==> src/rtl/calendar_time_counter_defines.svh <==
// Assertion macros for the calendar time counter.
// No dependencies; included by modules that carry assertions.
`ifndef CALENDAR_TIME_COUNTER_DEFINES_SVH
`define CALENDAR_TIME_COUNTER_DEFINES_SVH

// Check that cons holds in the same cycle as ante.
`define CTC_ASSERT_IMP(label, clk, rst_n, ante, cons) \
    label: assert property (@(posedge clk) disable iff (!rst_n) (ante) |-> (cons)) \
        else $error("assertion failed");

// Check that cons holds in the cycle after ante.
`define CTC_ASSERT_NXT(label, clk, rst_n, ante, cons) \
    label: assert property (@(posedge clk) disable iff (!rst_n) (ante) |=> (cons)) \
        else $error("assertion failed");

`endif

==> src/rtl/ctc_pkg.sv <==
// Shared types, constants and calendar functions for the calendar time counter.
// No dependencies; imported by ctc_next and calendar_time_counter.
package ctc_pkg;

    typedef enum logic [1:0] {
        OP_TICK     = 2'd0,
        OP_SET_TIME = 2'd1,
        OP_SET_DATE = 2'd2
    } t_ctc_op;

    typedef struct packed {
        logic [1:0]  operation;
        logic [6:0]  new_hour;
        logic [6:0]  new_minute;
        logic [6:0]  new_second;
        logic [6:0]  new_day;
        logic [6:0]  new_month;
        logic [13:0] new_year;
    } t_ctc_in;

    typedef struct packed {
        logic [4:0]  hour_now;
        logic [5:0]  minute_now;
        logic [5:0]  second_now;
        logic [4:0]  day_now;
        logic [3:0]  month_now;
        logic [13:0] year_now;
        logic        set_rejected;
        logic        year_wrapped;
    } t_ctc_out;

    typedef struct packed {
        logic [4:0]  hour;
        logic [5:0]  minute;
        logic [5:0]  second;
        logic [4:0]  day;
        logic [3:0]  month;
        logic [13:0] year;
    } t_ctc_time;

    localparam logic [13:0] YEAR_MAX  = 14'd9999;
    localparam logic [13:0] INV_25    = 14'd7209;
    localparam logic [13:0] DIV25_LIM = 14'd655;

    localparam t_ctc_time TIME_RESET = '{
        hour:   5'd14,
        minute: 6'd2,
        second: 6'd52,
        day:    5'd9,
        month:  4'd6,
        year:   14'd2024
    };

    localparam logic [4:0] MONTH_LEN [12] = '{
        5'd31, 5'd28, 5'd31, 5'd30, 5'd31, 5'd30,
        5'd31, 5'd31, 5'd30, 5'd31, 5'd30, 5'd31
    };

    // divisibility by 25 via the modular inverse of 25 mod 2^14
    function automatic logic f_div25(input logic [13:0] y);
        logic [27:0] prod;
        prod = 28'(y) * 28'(INV_25);
        return prod[13:0] <= DIV25_LIM;
    endfunction

    function automatic logic f_leap(input logic [13:0] y);
        logic d25;
        d25 = f_div25(y);
        return ((y[1:0] == 2'd0) && !d25) || ((y[3:0] == 4'd0) && d25);
    endfunction

    function automatic logic [4:0] f_days_in(input logic [6:0] m, input logic [13:0] y);
        logic [3:0] idx;
        idx = m[3:0] - 4'd1;
        if (m < 7'd1 || m > 7'd12) begin
            return 5'd0;
        end
        if (m == 7'd2 && f_leap(y)) begin
            return 5'd29;
        end
        return MONTH_LEN[idx];
    endfunction

endpackage

==> src/rtl/calendar_time_counter.sv <==
// Top level of the calendar time counter: input register, time state, result register.
// Depends on ctc_pkg, ctc_next and calendar_time_counter_defines.svh.
//
// Real-time clock with Gregorian calendar. Each item is a one-second tick, a set-time
// or a set-date; each returns one result with the full time and date after the item,
// a reject flag for invalid set values and a flag for the wrap from year 9999 to 0.
// An item passes an input register, then one combinational pass through ctc_next that
// updates the time state and loads the result register at the same edge. One item is
// accepted every cycle, and input stalls only when the input register is full and the
// result register is held by downstream stall. After reset the clock reads 14:02:52
// on 9 June 2024.
module calendar_time_counter (
    input  logic              i_clk,
    input  logic              i_rst_n,
    input  logic              i_in_valid,
    output logic              o_in_stall,
    input  ctc_pkg::t_ctc_in  i_in_item,
    output logic              o_out_valid,
    input  logic              i_out_stall,
    output ctc_pkg::t_ctc_out o_out_item
);
    import ctc_pkg::*;
    `include "calendar_time_counter_defines.svh"

    logic      r_in_v;
    t_ctc_in   r_in;
    t_ctc_time r_time;
    logic      r_out_v;
    t_ctc_out  r_out;

    t_ctc_time n_time;
    logic      n_rejected;
    logic      n_wrapped;
    logic      advance;

    ctc_next u_next (
        .i_time     (r_time),
        .i_item     (r_in),
        .o_time     (n_time),
        .o_rejected (n_rejected),
        .o_wrapped  (n_wrapped)
    );

    assign o_in_stall = r_in_v && r_out_v && i_out_stall;
    assign advance    = r_in_v && !(r_out_v && i_out_stall);

    always_ff @(posedge i_clk) begin
        if (!i_rst_n) begin
            r_in_v  <= 1'b0;
            r_out_v <= 1'b0;
            r_time  <= TIME_RESET;
        end else begin
            if (!o_in_stall) begin
                r_in_v <= i_in_valid;
                if (i_in_valid) begin
                    r_in <= i_in_item;
                end
            end
            if (advance) begin
                r_out_v <= 1'b1;
                r_time  <= n_time;
                r_out   <= '{
                    hour_now:     n_time.hour,
                    minute_now:   n_time.minute,
                    second_now:   n_time.second,
                    day_now:      n_time.day,
                    month_now:    n_time.month,
                    year_now:     n_time.year,
                    set_rejected: n_rejected,
                    year_wrapped: n_wrapped
                };
            end else if (!i_out_stall) begin
                r_out_v <= 1'b0;
            end
        end
    end

    assign o_out_valid = r_out_v;
    assign o_out_item  = r_out;

    `CTC_ASSERT_IMP(a_time_range, i_clk, i_rst_n, 1'b1,
        r_time.second < 6'd60 && r_time.minute < 6'd60 && r_time.hour < 5'd24)
    `CTC_ASSERT_IMP(a_date_range, i_clk, i_rst_n, 1'b1,
        r_time.day != 5'd0 && r_time.day <= f_days_in({3'd0, r_time.month}, r_time.year)
        && r_time.year <= YEAR_MAX)
    `CTC_ASSERT_IMP(a_flags_excl, i_clk, i_rst_n, o_out_valid,
        !(o_out_item.set_rejected && o_out_item.year_wrapped))
    `CTC_ASSERT_IMP(a_wrap_value, i_clk, i_rst_n, o_out_valid && o_out_item.year_wrapped,
        o_out_item.year_now == 14'd0 && o_out_item.month_now == 4'd1
        && o_out_item.day_now == 5'd1 && o_out_item.hour_now == 5'd0)
    `CTC_ASSERT_NXT(a_reject_hold, i_clk, i_rst_n, advance && n_rejected,
        r_time == $past(r_time))

endmodule

==> src/rtl/ctc_next.sv <==
// Next-state logic of the calendar time counter: tick carry chain and set checks.
// Depends on ctc_pkg.
module ctc_next (
    input  ctc_pkg::t_ctc_time i_time,
    input  ctc_pkg::t_ctc_in   i_item,
    output ctc_pkg::t_ctc_time o_time,
    output logic               o_rejected,
    output logic               o_wrapped
);
    import ctc_pkg::*;

    logic [4:0] cur_days;
    logic [4:0] new_days;

    assign cur_days = f_days_in({3'd0, i_time.month}, i_time.year);
    assign new_days = f_days_in(i_item.new_month, i_item.new_year);

    always_comb begin
        o_time     = i_time;
        o_rejected = 1'b0;
        o_wrapped  = 1'b0;
        unique case (t_ctc_op'(i_item.operation))
            OP_TICK: begin
                if (i_time.second < 6'd59) begin
                    o_time.second = i_time.second + 6'd1;
                end else begin
                    o_time.second = 6'd0;
                    if (i_time.minute < 6'd59) begin
                        o_time.minute = i_time.minute + 6'd1;
                    end else begin
                        o_time.minute = 6'd0;
                        if (i_time.hour < 5'd23) begin
                            o_time.hour = i_time.hour + 5'd1;
                        end else begin
                            o_time.hour = 5'd0;
                            if (i_time.day < cur_days) begin
                                o_time.day = i_time.day + 5'd1;
                            end else begin
                                o_time.day = 5'd1;
                                if (i_time.month < 4'd12) begin
                                    o_time.month = i_time.month + 4'd1;
                                end else begin
                                    o_time.month = 4'd1;
                                    if (i_time.year >= YEAR_MAX) begin
                                        o_time.year = 14'd0;
                                        o_wrapped   = 1'b1;
                                    end else begin
                                        o_time.year = i_time.year + 14'd1;
                                    end
                                end
                            end
                        end
                    end
                end
            end
            OP_SET_TIME: begin
                if (i_item.new_hour < 7'd24 && i_item.new_minute < 7'd60
                        && i_item.new_second < 7'd60) begin
                    o_time.hour   = i_item.new_hour[4:0];
                    o_time.minute = i_item.new_minute[5:0];
                    o_time.second = i_item.new_second[5:0];
                end else begin
                    o_rejected = 1'b1;
                end
            end
            OP_SET_DATE: begin
                if (i_item.new_year <= YEAR_MAX && i_item.new_day != 7'd0
                        && i_item.new_day <= {2'd0, new_days}) begin
                    o_time.day   = i_item.new_day[4:0];
                    o_time.month = i_item.new_month[3:0];
                    o_time.year  = i_item.new_year;
                end else begin
                    o_rejected = 1'b1;
                end
            end
            default: begin
                o_time = i_time;
            end
        endcase
    end

endmodule
==> config.mk <==
export PLATFORM = sky130hd
export DESIGN_NAME = calendar_time_counter
export DESIGN_NICKNAME = d
export VERILOG_FILES = /design/src/rtl/ctc_pkg.sv /design/src/rtl/calendar_time_counter.sv /design/src/rtl/ctc_next.sv
export VERILOG_INCLUDE_DIRS = /design/src /design/src/rtl
export SDC_FILE = /design/constraint.sdc
export NUM_CORES = 1
export LEC_CHECK = 0
export ABC_AREA = 1
export BUFFER_PORTS_ARGS = -buffer_cell sky130_fd_sc_hd__buf_4
export CORE_MARGIN = 2
export CORE_UTILIZATION = 43
export CTS_BUF_LIST = sky130_fd_sc_hd__clkbuf_4
export CTS_CLUSTER_SIZE = 10
export DETAILED_ROUTE_END_ITERATION = 16
export PLACE_DENSITY_LB_ADDON = 0.1
export SLEW_MARGIN = 20
export SYNTH_ARGS = -nofsm -noshare
export SYNTH_HDL_FRONTEND = slang
export SYNTH_HIERARCHICAL = 1
export SYNTH_SLANG_ARGS = --single-unit
==> constraint.sdc <==
create_clock -name i_clk -period 6.9 [get_ports i_clk]
set_input_delay 0.69 -clock i_clk [delete_from_list [all_inputs] [get_ports i_clk]]
set_output_delay 0.69 -clock i_clk [all_outputs]
set_load 0.01 [all_outputs]
==> flow_summary.yaml, run 1 <==
yosys:
  synth_edf_count: 93
  synth.yosys.seq_area_share: 0.378
  async_flop_share: 0
  synth.area.top_cells: "sky130_fd_sc_hd__edfxtp_1, sky130_fd_sc_hd__ha_1, sky130_fd_sc_hd__nand2_1, sky130_fd_sc_hd__dfxtp_1, sky130_fd_sc_hd__inv_1"
  synth.mux.area_fraction: 0
  syn_area_per_cell_sq_um: 8.20
  yosys.area_share.xor_xnor: 0.0237
  postSynthRegisterBits: 135
  synth_flop_cell: "sky130_fd_sc_hd__edfxtp_1"
  postSynthCellCount: 1174
  netlist-cell-type-count: 49
  synth_area_leader_cell: "sky130_fd_sc_hd__edfxtp_1"
  synth-compound-area-share: 0.0975
  synth_top_family_by_area: "simple AND/OR/NAND/NOR gates"
  synthesized_area_fraction_occupied_by_adder_cells: 0.173
  syn_area_sq_um: 9620
  yosys.area.top_type_share: 0.290
  synth-simple-area-share: 0.226
  yosysWarnings: 6
  synthesis.nets: 1349
clock_tree:
  cts_num_sinks: 135
  postCtsResizedCells: 0
  setup_repair_bufs_after_cts: 0
  cts-htree-levels: 4
  worstSkewPairLatency_ns: 0.55
  cts.root.buffer_cell: "sky130_fd_sc_hd__clkbuf_4"
  clkTransAtPathRegs_ns: 0.13
  cts-buffers-inserted: 17
  cts_max_path_buffers: 2
  tritoncts: "done"
  cts-hold-fix-buffers: 0
hold_path:
  worst_hold_path_type: "input pin to register"
sta:
  achievable-frequency_mhz: 166
  worstMarginPinSlew_ns: 1.04
  setup-violations-final: 0
  rsz_0062_raised_after_global_routing: "no"
  finalCritPeriodShare: 0.873
  tns_ns: 0
  drv_slew: 0
  endpoints_failing_hold: 0
  worst_slew_margin_rel: 0.308
  finalClockSkew_ns: 0.0293
  minimum_clock_period_after_layout_ns: 6.02
route:
  dr.first_iter.drc_count: 979
  detail_route.vias_per_cell: 5.32
  detail-route-antenna-nets: 0
  wire_per_inst_microns: 16.2
  drt_pre_antenna_iters: 6
  route.met2.wl_microns: 10500
  top_layer: "met4"
  post-route-drc-count: 0
  detail_route.wirelength_microns: 25100
  met3RoutedLength_microns: 1920
  vias: 8267
  drt-met1-wl_microns: 12500
power_and_ir_drop:
  p_leak_nw: 5.02
  power.density_cell_area_nw_per_um2: 211
  peakVddDrop_v: 0.000178
setup_path:
  timing.critical_path.arrival_ns: 6.50
  highest_fanout_seen_on_the_critical_path: 15
  cell_with_the_largest_stage_delay_on_the_worst_path: "sky130_fd_sc_hd__edfxtp_1"
  max_stage_delay_ns: 0.53
  worst-endpoint-required_ns: 7.38
  cp_capture_type: "register"
  crit_path_start_kind: "register"
  top_cell_by_count_worst_path: "sky130_fd_sc_hd__ha_1"
  worstSetupPathType: "register to register"
final_layout:
  area_growth_pct: 12.6
  finalNonFillerCells: 1553
  finalNetCount: 1433
  total_area_of_multi_input_combinational_cells_sq_um: 5020
  regArea_sq_um: 3630
  post_route_cells_drive_above_1_share: 0.128
  n_fill_cell: 2147
placement:
  place_inst: 1519
  port_buffer_count: 98
  gp_routability_congestion: 0.983
  dp_hpwl_microns: 18800
grt:
  grt_overflow_total: 0
  global_routing_usage_summed_across_all_routing_layers: 0.214
  number_of_global_route_vias_before_repair: 7510
  number_of_antenna_violations_at_the_first_check_in_global_routing: 1
  wire_length_of_the_first_global_routing_pass_microns: 39900
  pin_count_of_the_biggest_net_entering_global_routing: 65
floorplan:
  core_sq_um: 21900
  placement_rows: 54
  floorplan.initialDensity: 0.440
  die_area_sq_um: 23600
  number_of_i_o_pins: 99
  die_width_microns: 154
  die_h_microns: 154
job:
  number_of_max_cap_violations: 0
run_status:
  outcome: "finished clean"
[sequential cells by signal, summed over array words and instances, names as in the netlist]
name         count
r_in            51
r_time          40
r_in_v           1
o_out_item      42
o_out_valid      1
[final timing paths]
kind	start	endpoint	slack [ns]	depth (start not counted)
hold reg to reg	r_time[28]	r_time[28]	0.49	2
hold / removal	i_in_item[36]	r_in[36]	0.31	1
setup / recovery	r_in[6]	r_time[10]	0.88	32
setup reg to reg	r_in[6]	r_time[10]	0.88	32
[power by group]
part / internal [W] / leakage, nW / total [W] / switching, W
sequential: 0.000912 / 1.20 / 0.000958 / 0.0000464
combinational: 0.000309 / 3.66 / 0.000764 / 0.000455
clock: 0.000257 / 0.158 / 0.000565 / 0.000307
[area by class of cell]
class	instances	share of cell area
Antenna cell	2	0.000462
Inverter	195	0.0678
Clock inverter	13	0.0143
Sequential cell	135	0.335
Tap cell	280	0.0323
Clock buffer	19	0.0132
Timing Repair Buffer	106	0.0734
Multi-Input combinational cell	803	0.463
[per-layer routing]
layer  track usage  vias to the layer above
li1              -                     4111
met2         0.309                      319
met3        0.0454                       17
met5             0                        -
met1         0.331                     3820
met4        0.0380                        0
[layout by cell type, fill, tap and decap left out, drive strengths merged, types with 3 or more instances in the layout]
cell,instances
o21ai,63
inv,195
o311ai,4
xor2,12
nand4,20
nor2,72
o21bai,3
clkinv,7
a221oi,4
buf,106
ha,98
a22oi,4
nand3,142
clkinvlp,3
xnor2,14
fa,22
dfxtp,42
nand3b,3
o221ai,4
nor3,14
a21oi,46
o22ai,20
nand2,239
o211ai,6
bufinv,3
clkbuf,19
edfxtp,93
[stage by stage]
stage	area [sq um]	setup slack [ns]	hold slack, ns	power [W]	utilization
floorplan	9620	1.75	0.428	0.00154	-
detailed placement	10500	0.948	0.457	0.00174	0.481
finish	10800	0.876	0.310	0.00229	0.495
CTS	10800	0.893	0.266	0.00230	0.495
global placement	10500	1.05	0.440	0.00173	0.481
global route	10800	0.499	0.261	0.00246	0.495
[critical path, delay by kind of cell, from the launching register on]
family	cells	cell delay (ns)
fa+ha+maj	7	2.10
xor+xnor	1	0.16
flops	1	0.53
simple gates	7	0.81
buf+inv	5	0.53
compound gates	12	1.83
[cells by family (layout without fill, tap and decap cells)]
logic type	after synthesis	after routing
and+or+nand+nor	495	495
other	0	2
buffers and inverters	236	333
adders and majority gates	120	120
AOI/OAI and AO/OA	162	162
xor gates and xnor gates	26	26
DFF	135	135
[cell usage after synthesis, types with 2 or more instances]
cell	instances
sky130_fd_sc_hd__nor3_1	13
sky130_fd_sc_hd__o311ai_0	3
sky130_fd_sc_hd__nand2_2	7
sky130_fd_sc_hd__nand3b_1	3
sky130_fd_sc_hd__nand3_2	2
sky130_fd_sc_hd__o21ai_1	5
sky130_fd_sc_hd__inv_1	188
sky130_fd_sc_hd__nor2_2	2
sky130_fd_sc_hd__o22ai_1	20
sky130_fd_sc_hd__dfxtp_1	42
sky130_fd_sc_hd__nand4_1	20
sky130_fd_sc_hd__edfxtp_1	93
sky130_fd_sc_hd__nand2_4	2
sky130_fd_sc_hd__a21oi_1	46
sky130_fd_sc_hd__buf_2	17
sky130_fd_sc_hd__a211oi_1	2
sky130_fd_sc_hd__buf_4	8
sky130_fd_sc_hd__ha_1	98
sky130_fd_sc_hd__nor2_1	70
sky130_fd_sc_hd__a22oi_1	4
sky130_fd_sc_hd__o221ai_1	4
sky130_fd_sc_hd__xnor2_1	14
sky130_fd_sc_hd__clkbuf_1	10
sky130_fd_sc_hd__a221oi_1	4
sky130_fd_sc_hd__o211ai_1	6
sky130_fd_sc_hd__xor2_1	12
sky130_fd_sc_hd__o21bai_1	3
sky130_fd_sc_hd__nand3_1	140
sky130_fd_sc_hd__a31oi_1	2
sky130_fd_sc_hd__buf_6	5
sky130_fd_sc_hd__nand2_1	230
sky130_fd_sc_hd__o21ai_0	57
sky130_fd_sc_hd__fa_1	22
sky130_fd_sc_hd__inv_2	5
No activity file was read; power rests on OpenSTA's default activity.
==> run 2: changes to the inputs <==
- GPL_TIMING_DRIVEN: not set -> 0
- clock period: 6.9 -> 7.44 ns (I/O delays scaled with it)
==> run 2 against run 1 <==
  * Global-route usage grew 0.71 points
  * Worst hold slack better by 0.045 ns
  * Total power decreased by 8.0%
  * Largest cell class unchanged
  * Largest power group unchanged
==> flow_summary.yaml, run 2 (same netlist as run 1, synthesis figures left out) <==
route:
  post-route-drc-count: 0
  vias: 8394
  wire_per_inst_microns: 16.1
  drt_pre_antenna_iters: 7
  detail_route.vias_per_cell: 5.29
  dr.first_iter.drc_count: 778
  detail_route.wirelength_microns: 25600
  detail-route-antenna-nets: 0
sta:
  achievable-frequency_mhz: 159
  endpoints_failing_hold: 0
  tns_ns: 0
  worstMarginPinSlew_ns: 0.720
  finalCritPeriodShare: 0.843
  drv_slew: 0
  minimum_clock_period_after_layout_ns: 6.27
  finalClockSkew_ns: 0.0232
  worst_slew_margin_rel: 0.514
  setup-violations-final: 0
  rsz_0062_raised_after_global_routing: "no"
  finalWorstSetupSlack_ns: 1.17
setup_path:
  worst-endpoint-required_ns: 7.93
  cp_capture_type: "register"
  crit_path_start_kind: "register"
  timing.critical_path.arrival_ns: 6.76
  worstSetupPathType: "register to register"
  highest_fanout_seen_on_the_critical_path: 10
grt:
  global_routing_usage_summed_across_all_routing_layers: 0.221
  wire_length_of_the_first_global_routing_pass_microns: 41200
  number_of_antenna_violations_at_the_first_check_in_global_routing: 1
  pin_count_of_the_biggest_net_entering_global_routing: 38
  grt_overflow_total: 0
  number_of_global_route_vias_before_repair: 7834
job:
  number_of_max_cap_violations: 0
placement:
  placement.setup.worst_slack_ns: 1.28
  place_inst: 1553
  dpl_cell_area_sq_um: 10800
  gp_routability_congestion: 0.943
  dp_hpwl_microns: 19800
  port_buffer_count: 97
final_layout:
  regMostFlops: "r_in"
  regArea_sq_um: 3630
  layout_commonest_cell: "sky130_fd_sc_hd__nand2_1"
  finalNonFillerCells: 1586
  post_route_cells_drive_above_1_share: 0.143
  largest_register_ff_count: 51
  area_growth_pct: 14.8
  finalNetCount: 1467
  layout.cells.most_common_list: "sky130_fd_sc_hd__nand2_1, sky130_fd_sc_hd__inv_1, sky130_fd_sc_hd__nand3_1, sky130_fd_sc_hd__buf_4, sky130_fd_sc_hd__ha_1"
  n_fill_cell: 2161
  finished_cell_area_sq_um: 11000
  total_area_of_multi_input_combinational_cells_sq_um: 5020
clock_tree:
  cts_num_sinks: 135
  worstSkewPairLatency_ns: 0.55
  cts_max_path_buffers: 2
  postCtsResizedCells: 0
  cts.root.buffer_cell: "sky130_fd_sc_hd__clkbuf_4"
  tritoncts: "done"
  cts-hold-fix-buffers: 0
  clkTransAtPathRegs_ns: 0.13
  setup_repair_bufs_after_cts: 0
  cts-htree-levels: 4
  cts-buffers-inserted: 17
power_and_ir_drop:
  power_w: 0.00210
  clock_power_share: 0.236
  p_leak_nw: 5.13
  peakVddDrop_v: 0.000160
  power_report.internal_total_w: 0.00135
  power.share.switching: 0.359
  power.share.combinational: 0.341
  power_frac_seq: 0.423
  p_switching_w: 0.000756
  power.density_cell_area_nw_per_um2: 191
hold_path:
  worst_hold_path_type: "input pin to register"
floorplan:
  floorplan.initialDensity: 0.440
  core_sq_um: 21900
  die_h_microns: 154
  number_of_i_o_pins: 99
  die_width_microns: 154
  die_area_sq_um: 23600
  placement_rows: 54
run_status:
  outcome: "finished clean"
## run 2: cell type report
type	instances	area share
inverters	195	0.0665
plain buffers	41	0.0221
clock inverters	13	0.0132
flip-flops and latches	135	0.329
diodes	1	0.000226
well taps	280	0.0317
multi-input cells	803	0.454
clock buffers	19	0.0129
repair buffers	99	0.0702
## run 2: final timing paths
path | start | end | slack [ns] | cells past startpoint
setup / recovery | r_in[0] | r_time[20] | 1.17 | 27
setup reg to reg | r_in[0] | r_time[20] | 1.17 | 27
hold / removal | i_in_item[4] | r_in[4] | 0.36 | 1
hold reg to reg | r_time[28] | r_time[28] | 0.49 | 2
## run 2: per-layer routing
layer  GRT usage  wire (microns)  vias to the layer above  part of all wire
li1            -               -                     4171                 -
met5           0               0                        -                 0
met1       0.326           12400                     3877              0.49
met3      0.0462            1980                       35             0.077
met2       0.325           10700                      311              0.42
met4      0.0668             483                        0             0.019
## run 2: worst max-delay path: stages, from the launching register on
cell and delay, ns:
sky130_fd_sc_hd__edfxtp_1 0.58, sky130_fd_sc_hd__fa_1 0.59, sky130_fd_sc_hd__ha_1 0.23, sky130_fd_sc_hd__ha_1 0.27
sky130_fd_sc_hd__inv_1 0.05, sky130_fd_sc_hd__fa_1 0.50, sky130_fd_sc_hd__fa_1 0.56, sky130_fd_sc_hd__inv_1 0.04
sky130_fd_sc_hd__ha_1 0.32, sky130_fd_sc_hd__a21oi_1 0.20, sky130_fd_sc_hd__xor2_1 0.09, sky130_fd_sc_hd__nand3_1 0.12
sky130_fd_sc_hd__nand3_1 0.08, sky130_fd_sc_hd__a21oi_1 0.15, sky130_fd_sc_hd__ha_1 0.16, sky130_fd_sc_hd__o21bai_1 0.07
sky130_fd_sc_hd__a21oi_1 0.11, sky130_fd_sc_hd__o21ai_0 0.08, sky130_fd_sc_hd__o21ai_0 0.08, sky130_fd_sc_hd__o311ai_1 0.18
sky130_fd_sc_hd__nor2_1 0.39, sky130_fd_sc_hd__clkbuf_1 0.45, sky130_fd_sc_hd__nor2_1 0.08, sky130_fd_sc_hd__o21ai_0 0.48
sky130_fd_sc_hd__inv_1 0.10, sky130_fd_sc_hd__nand3_1 0.10, sky130_fd_sc_hd__nand2_1 0.05, sky130_fd_sc_hd__nor2_1 0.07
## run 2: power by group through the flow
stage | combinational (W) | sequential (W) | clock (W)
detailed placement | 0.000715 | 0.000906 | 0
CTS | 0.000720 | 0.000889 | 0.000509
global route | 0.000834 | 0.000896 | 0.000546
finish | 0.000718 | 0.000890 | 0.000498
global placement | 0.000707 | 0.000907 | 0
floorplan | 0.000538 | 0.000895 | 0
## run 2: through the flow
stage           util  hold WS (ns)
2_1_floorplan      -         0.428
3_3_place_gp   0.489         0.445
3_5_place_dp   0.491         0.455
4_1_cts        0.505         0.313
5_1_grt        0.505         0.302
6_report       0.505         0.356
